## config.mk

```make
export PLATFORM = sky130hd
export DESIGN_NAME = lge_cell_mem
export DESIGN_NICKNAME = d
export VERILOG_FILES = /design/src/design/lge_cell_mem.sv
export SDC_FILE = /design/constraint.sdc
export NUM_CORES = 2
export LEC_CHECK = 0
export BUFFER_PORTS_ARGS = -buffer_cell sky130_fd_sc_hd__buf_2
export CAP_MARGIN = 20
export CORE_MARGIN = 4
export CORE_UTILIZATION = 40
export CTS_CLUSTER_DIAMETER = 120
export DETAILED_ROUTE_END_ITERATION = 10
export PLACE_DENSITY = 0.53
export SKIP_CTS_REPAIR_TIMING = 1
export SLEW_MARGIN = 20
export SYNTH_ARGS = -nofsm -noshare
export SYNTH_HDL_FRONTEND = slang
export SYNTH_SLANG_ARGS = --single-unit
```

## constraint.sdc

```tcl
create_clock -name clk -period 9.96 [get_ports clk]
set_input_delay 1.494 -clock clk [delete_from_list [all_inputs] [get_ports clk]]
set_output_delay 1.494 -clock clk [all_outputs]
set_load 0.01 [all_outputs]
```

## src/design/lge_cell_mem.sv

```systemverilog
`timescale 1ns / 1ps
// ----------------------------------------------------------------------------
// lge_cell_mem
// Grid storage: one row per entry, one write and one registered read port.
// ----------------------------------------------------------------------------
module lge_cell_mem #(
  parameter int DEPTH = 64,
  parameter int WIDTH = 64
) (
  input  logic                     clk,
  input  logic                     rd_en,
  input  logic [$clog2(DEPTH)-1:0] rd_addr,
  output logic [WIDTH-1:0]         rd_data,
  input  logic                     wr_en,
  input  logic [$clog2(DEPTH)-1:0] wr_addr,
  input  logic [WIDTH-1:0]         wr_data
);

  logic [WIDTH-1:0] mem [DEPTH];

  always_ff @(posedge clk) begin
    if (wr_en) begin
      mem[wr_addr] <= wr_data;
    end
  end

  always_ff @(posedge clk) begin
    if (rd_en) begin
      rd_data <= mem[rd_addr];
    end
  end

endmodule

```

==> flow_metrics.tcl <==
set metrics [dict create \
    status "finished, final reports clean" \
    dpl.hpwl_um 247000 \
    dp_cells 11800 \
    cts_max_level 5 \
    syn_nets 6677 \
    relSlewSlack 0.188 \
    pin_count 143 \
    cp_cell_sequence "buf_8 -> buf_4 -> buf_12 -> mux4_2 -> or3_1 -> a41oi_1 -> a211oi_1" \
    p_leak_nw 55.1 \
    grt_max_degree 114 \
    fin_nets 7085 \
    initial_core_util 0.403 \
    grt_pass1_vias 77400 \
    finalCritPeriodShare 0.452 \
    skew_ps 52.5 \
    synth_area_leaders "edfxtp_1, mux4_2, mux2i_1, a22oi_1, buf_2" \
    core_mm2 0.390 \
    finalSetupViolations 0 \
    drive_gt1_frac 0.282 \
    arrival_ps 5170 \
    synth_top_cell_by_area "edfxtp_1" \
    multi_input_area_mm2 0.0308 \
    final_cells 12600 \
    fin_setup_tns_ps 0 \
    clk_path_buf_depth 4 \
    firstDrtPassIters 6 \
    tightest_slew_ps 1220 \
    crit_family "buffers and inverters" \
    gp_congestion 0.767 \
    slowest_stage "buf_4" \
    ant_nets 0 \
    cp_slowest_stage_delay_ps 780 \
    yosys.area.top_type_share 0.796 \
    cts_buffers 427 \
    final_common_cell "edfxtp_1" \
    die_w_um 634 \
    nFillCells 32200 \
    critPathRequiredTime_ps 10630 \
    synthFlopType "edfxtp_1" \
    clk_latency_ps 980 \
    grt_pass1_wl_um 643000 \
    synth-seq-cells 4160 \
    postSynthAreaPerCell_um2 23.8 \
    cts-root-buf "clkbuf_16" \
    regArea_mm2 0.125 \
    syn_to_final_growth_pct 13.8 \
    portBuffers 142 \
    async_flop_share 0 \
    path_buf_inv 3 \
    slew_violations 0 \
    yosys_warnings 0 \
    synth-seq-area-share 0.796 \
    cts_tree "built" \
    synth_edf_count 4160 \
    path_clk_slew_ps 60 \
    viasPerCell 6.02 \
    totalPowerFinal_w 0.0368 \
    cts.sinks 4160 \
    ys_types 32 \
    ir_drop_mv 0.147 \
    routed_wirelength_um 468000 \
    power.density_mw_per_mm2 206 \
    hold_viol 0 \
    grt_overflow 0 \
    min_period_ps 4500 \
    max_freq_mhz 222 \
    drc_errors 0 \
    timing.hold.ws_ps 920 \
    critPathLaunchType "input port" \
    crit_type "input port to flop" \
    die_y_um 634 \
    antenna_found_initial 46 \
    final_cell_mix "edfxtp_1, mux4_2, clkbuf_16" \
    globalRouteTotalUtil 0.231 \
    drtIter0Drc 8866 \
    netlist_area_mm2 0.157 \
    end_kind "flop" \
    rsz0062_at_grt "false" \
    hp-class "flop to flop" \
    synthCells 6598 \
    cp_max_fo 111 \
    wire_per_inst_um 37.2 \
    vias 75900 \
    die_area_mm2 0.403 \
    row_count 229 \
    max-cap-violations 0 \
]
==> path summary, 6_finish.rpt <==
check                              from                     to  slack (ps)  cells after the start
setup / recovery             rd_addr[2]  rd_data[27]$_DFFE_PP_        5460                      7
hold / removal    mem[44][16]$_DFFE_PP_  rd_data[16]$_DFFE_PP_         920                      4
setup reg to reg  mem[11][44]$_DFFE_PP_  rd_data[44]$_DFFE_PP_        7610                      5
hold reg to reg   mem[44][16]$_DFFE_PP_  rd_data[16]$_DFFE_PP_         920                      4
==> logic make-up (layout without fill, tap and decap cells) <==
family,count (synthesis),count (layout),share of synthesized area
flops,4160,4160,0.796
compound gates,504,504,0.0247
simple gates,386,386,0.0123
other cells,0,33,0
mux,1159,1159,0.156
buf+inv,389,1158,0.0118
==> through the flow <==
stage	instance area, µm²	setup slack [ps]	util
floorplan	157000	3030	-
global placement	165000	4480	0.423
detailed placement	165000	4480	0.423
CTS	178000	5510	0.458
global route	179000	5290	0.458
finish	179000	5460	0.458
==> cell usage after synthesis (all sizes together), types with 2 or more instances <==
cell	n
clkbuf	140
nand2b	11
buf	230
a41oi	26
inv	19
a31oi	18
o22ai	83
a211oi	63
and3	64
edfxtp	4160
mux2i	135
and2	3
nand3	45
nor3	2
o221ai	38
or2	28
or3	29
a22o	88
nor2	112
nand2	58
mux4	1024
nand4	2
nor2b	28
a22oi	168
nand3b	2
a2bb2oi	19
==> routing by layer <==
| metal | vias up | share of wire | GRT usage |
|---|---|---|---|
| met5 | - | 0.000094 | 0 |
| met4 | 8 | 0.024 | 0.0536 |
| met3 | 611 | 0.070 | 0.0361 |
| met2 | 3226 | 0.49 | 0.381 |
| met1 | 42600 | 0.41 | 0.324 |
| li1 | 29400 | - | - |
==> worst reg2reg max path: stages, from the launching register on <==
cell	delay, ps
edfxtp_1	360
mux4_2	460
nor2b_1	140
a211oi_1	610
o22ai_1	300
and3_1	240
==> power breakdown <==
group / switching [W] / leakage, nW / internal (W)
combinational: 0.00106 / 11.0 / 0.000592
sequential: 0.0000743 / 37.5 / 0.0194
clock: 0.00675 / 6.64 / 0.00885
total: 0.00789 / 55.1 / 0.0289
==> area by class of cell <==
cell class / count / share of cell area
clock buffer: 520 / 0.0619
timing repair buffer: 349 / 0.0154
clock inverter: 270 / 0.0140
sequential: 4160 / 0.699
multi-input combinational: 2049 / 0.172
inverter: 19 / 0.000399
antenna: 33 / 0.000462
tap: 5197 / 0.0364
==> state kept, by name, summed over array words and instances, names as in the netlist <==
| name | cells |
|---|---|
| mem | 4096 |
| rd_data | 64 |
No activity file was read; power rests on OpenSTA's default activity.
