### config.mk
export PLATFORM = sky130hd
export DESIGN_NAME = lge_row_update
export DESIGN_NICKNAME = d
export VERILOG_FILES = /design/src/design/lge_pkg.sv /design/src/design/lge_row_update.sv
export SDC_FILE = /design/constraint.sdc
export NUM_CORES = 1
export LEC_CHECK = 0
export ABC_CLOCK_PERIOD_IN_PS = 8900
export BUFFER_PORTS_ARGS = -buffer_cell sky130_fd_sc_hd__buf_2
export CAP_MARGIN = 20
export CORE_MARGIN = 4
export CORE_UTILIZATION = 44
export DETAILED_ROUTE_END_ITERATION = 8
export PLACE_DENSITY = 0.68
export SYNTH_ARGS = -nofsm -noshare
export SYNTH_HDL_FRONTEND = slang
export SYNTH_SLANG_ARGS = --single-unit
### constraint.sdc
create_clock -name vclk -period 8.9
set_input_delay 2.67 -clock vclk [all_inputs]
set_output_delay 2.67 -clock vclk [all_outputs]
set_load 0.1 [all_outputs]
### src/design/lge_pkg.sv
`timescale 1ns / 1ps
// ----------------------------------------------------------------------------
// lge_pkg
// Shared types and constants of the life grid engine.
// ----------------------------------------------------------------------------
package lge_pkg;

  typedef enum logic [1:0] {
    OP_CLEAR = 2'd0,
    OP_WRITE = 2'd1,
    OP_STEP  = 2'd2,
    OP_READ  = 2'd3
  } op_t;

  typedef struct packed {
    op_t        operation;
    logic [6:0] cell_row;
    logic [6:0] cell_column;
    logic       cell_value;
  } in_req_t;

  typedef struct packed {
    logic cell_state;
    logic status;
  } out_rsp_t;

  localparam int CFG_IDX_W  = 1;
  localparam int CFG_DATA_W = 7;
  localparam int POS_W      = 7;

  localparam logic [CFG_IDX_W-1:0] REG_ROW_COUNT    = 1'b0;
  localparam logic [CFG_IDX_W-1:0] REG_COLUMN_COUNT = 1'b1;

  localparam logic [CFG_DATA_W-1:0] ROW_COUNT_RST    = 7'd64;
  localparam logic [CFG_DATA_W-1:0] COLUMN_COUNT_RST = 7'd64;

  localparam int NBR_W = 4;
  localparam logic [NBR_W-1:0] BIRTH_COUNT   = 4'd3;
  localparam logic [NBR_W-1:0] SURVIVE_COUNT = 4'd2;

endpackage

### src/design/lge_row_update.sv
`timescale 1ns / 1ps
// ----------------------------------------------------------------------------
// lge_row_update
// Next generation of one row from a three-row window, rule B3/S23.
// ----------------------------------------------------------------------------
module lge_row_update #(
  parameter int COLS = 64
) (
  input  logic [COLS-1:0] prev_row,
  input  logic [COLS-1:0] cur_row,
  input  logic [COLS-1:0] next_row,
  input  logic [COLS-1:0] col_mask,
  output logic [COLS-1:0] new_row
);
  import lge_pkg::*;

  logic [COLS+1:0]  pad_prev;
  logic [COLS+1:0]  pad_cur;
  logic [COLS+1:0]  pad_next;
  logic [NBR_W-1:0] nbr [COLS];

  assign pad_prev = {1'b0, prev_row & col_mask, 1'b0};
  assign pad_cur  = {1'b0, cur_row  & col_mask, 1'b0};
  assign pad_next = {1'b0, next_row & col_mask, 1'b0};

  always_comb begin
    for (int j = 0; j < COLS; j++) begin
      nbr[j] = NBR_W'(pad_prev[j]) + NBR_W'(pad_prev[j+1]) + NBR_W'(pad_prev[j+2])
             + NBR_W'(pad_cur[j])                        + NBR_W'(pad_cur[j+2])
             + NBR_W'(pad_next[j]) + NBR_W'(pad_next[j+1]) + NBR_W'(pad_next[j+2]);
      if (!col_mask[j]) begin
        new_row[j] = cur_row[j];
      end else if (nbr[j] == BIRTH_COUNT) begin
        new_row[j] = 1'b1;
      end else if (nbr[j] == SURVIVE_COUNT) begin
        new_row[j] = cur_row[j];
      end else begin
        new_row[j] = 1'b0;
      end
    end
  end

endmodule

==> summary.txt <==
Layout
  • Area occupied by registers: 0 um2
  • Number of fill cells in the layout: 2010
  • P&R area growth vs syn: 35.6%
  • Commonest cells after routing, fill and taps aside: 258 x buf_2, 252 x fa_1, 188 x ha_1, 181 x and2_1, 66 x a21oi_1
  • Final net count: 2028
  • Non-filler cells, final: 1663
  • Commonest non-fill, non-tap cell in the layout: buf_2
  • Number of sequential cells: 0
  • Post-layout util: 0.607
  • Clock buffers: 0
  • Layout cells sized above 1: 0.290

Logic synthesis
  • Synth area leader: fa_1
  • Yosys top cell area share: 0.462
  • Syn Std Cell Area: 10900 um2
  • Yosys warns: 0
  • Post-Syn Instances: 1009
  • Synth area leaders: fa_1 46%, ha_1 22%, and2_1 10%
  • Mapped Avg Cell Area: 10.8 um2
  • Number of distinct library cells after synthesis: 14
  • Post-synthesis sequential area ratio: 0
  • Post-Syn Nets: 1705

Drt
  • DRT Wirelength: 25900 um
  • Remaining DRCs: 0
  • Initial DRC count: 263
  • Antenna-violating nets left: 0
  • Routed length per instance: 15.6 um
  • Drt pass-1 iters: 4
  • Vias: 8871
  • Vias/cell: 5.33

Status
  • Outcome: complete, no violations

Critical path
  • CP arrival: 6.10 ns
  • Slowest stage delay, CP: 0.52 ns
  • CP Class: input port to output port
  • Worst-path fanout max: 5
  • Master of the slowest instance on the critical path: fa_1
  • Worst Path Required: 6.23 ns
  • CP dominant cell by count: fa_1
  • Setup crit start kind: input port
  • Critical Path End Type: output port
  • Crit-path cells: buf_2 > and2_1 > fa_1 > fa_1 > inv_1 > fa_1 > inv_1 > ha_1 > fa_1 > or3b_1 > a31oi_4 > buf_12

Timing
  • Final count of hold timing violations: 0
  • Final setup vio count: 0
  • Max-slew headroom: 0.674
  • Worst slew pin tran: 0.493 ns
  • Period utilization: 0.985
  • Max Freq: 114 MHz
  • Hold Slack: 5.73 ns
  • Setup TNS: 0 ns
  • Fin. max-slew vios: 0
  • Tmin final: 8.77 ns
  • Unrepaired setup endpoints after global routing: false

Floorplanning
  • Core Area: 24400 um2
  • Die Width: 166 um
  • DIE AREA: 27400 um2
  • Vert. Die Dim: 166 um
  • Starting density of the core: 0.448
  • I/O pin count: 320
  • Placement Rows: 57

Global route
  • Initial antenna violation count: 14
  • Largest net degree at the start of global routing: 6
  • First-pass GRT wire length: 44200 um
  • Total gr overflow: 0
  • Number of global-route vias before repair: 9743
  • Total GRT Usage: 0.191

CTS
  • Post-CTS setup buffers: 0
  • Post-CTS sizing: 0
  • # hold bufs at CTS: 0

Pwr
  • Pwr Density: 144 nW/um2
  • P_leak: 7.01 nW
  • Max VDD drop: 0.111 mV

Place
  • Placed cells: 1654
  • Gp weighted congestion: 0.841
  • DPL Wire Length: 25000 um
  • # port buffers: 320

Flow run
  • Max_cap viols: 0

Worst hold path
  • Worst hold-check path type: input port to output port
routing by layer:
layer / GRT usage / wire length, um / vias to the layer above
met5: 0 / 83 / -
met2: 0.341 / 12900 / 207
li1: - / - / 4275
met3: 0.0429 / 1960 / 32
met1: 0.248 / 10700 / 4341
met4: 0.0180 / 208 / 16
critical path, delay by kind of cell:
kind                     cells  cell delay [ns]
AND/OR/NAND/NOR              2             0.59
adder cells (fa/ha/maj)      5             2.20
AO/OA/AOI/OAI                1             0.22
buffers and inverters        4             0.41
power by group:
part	internal (W)	switching (W)	leakage (nW)	total, W
Combinational	0.000852	0.00128	7.01	0.00213
Clock	0.000000000135	0	0.0000570	0.000000000135
Sequential	0	0	0	0
area by class of cell:
type,count,area [um2],share of cell area
multi-input cells,982,11700,0.793
well taps,324,405,0.0274
inverters,27,101,0.00685
diodes,9,22.5,0.00152
repair buffers,321,2540,0.172
stage by stage:
stage	setup WS (ns)	instance area (um2)	total power (W)
floorplan	-0.138	11800	0.00150
global route	0.00456	14800	0.00233
finish	0.132	14800	0.00213
detailed placement	0.101	14800	0.00214
CTS	0.0948	14800	0.00215
global placement	0.129	14800	0.00209
cells by family (layout without fill, tap and decap cells):
group,Yosys count,in the layout,synth area share
AOI/OAI and AO/OA,190,190,0.108
adders and majority gates,440,440,0.677
buffers and inverters,27,348,0.00928
other,0,9,0
and+or+nand+nor,352,352,0.205
final timing paths:
check                        start     endpoint  slack (ns)  depth (start not counted)
worst max-delay path  col_mask[61]  new_row[61]        0.13                         12
worst min-delay path  col_mask[20]  new_row[20]        5.73                          3
cells in the mapped netlist, drive strengths merged, types with 2 or more instances:
library cell    n
ha            188
nand2b          2
nand4b         61
nor2           34
inv            27
a21oi          66
fa            252
nand2          43
a31oi          62
and2          183
a21o           61
or3b           28
Note: power is estimated with default switching activity, not from simulation.
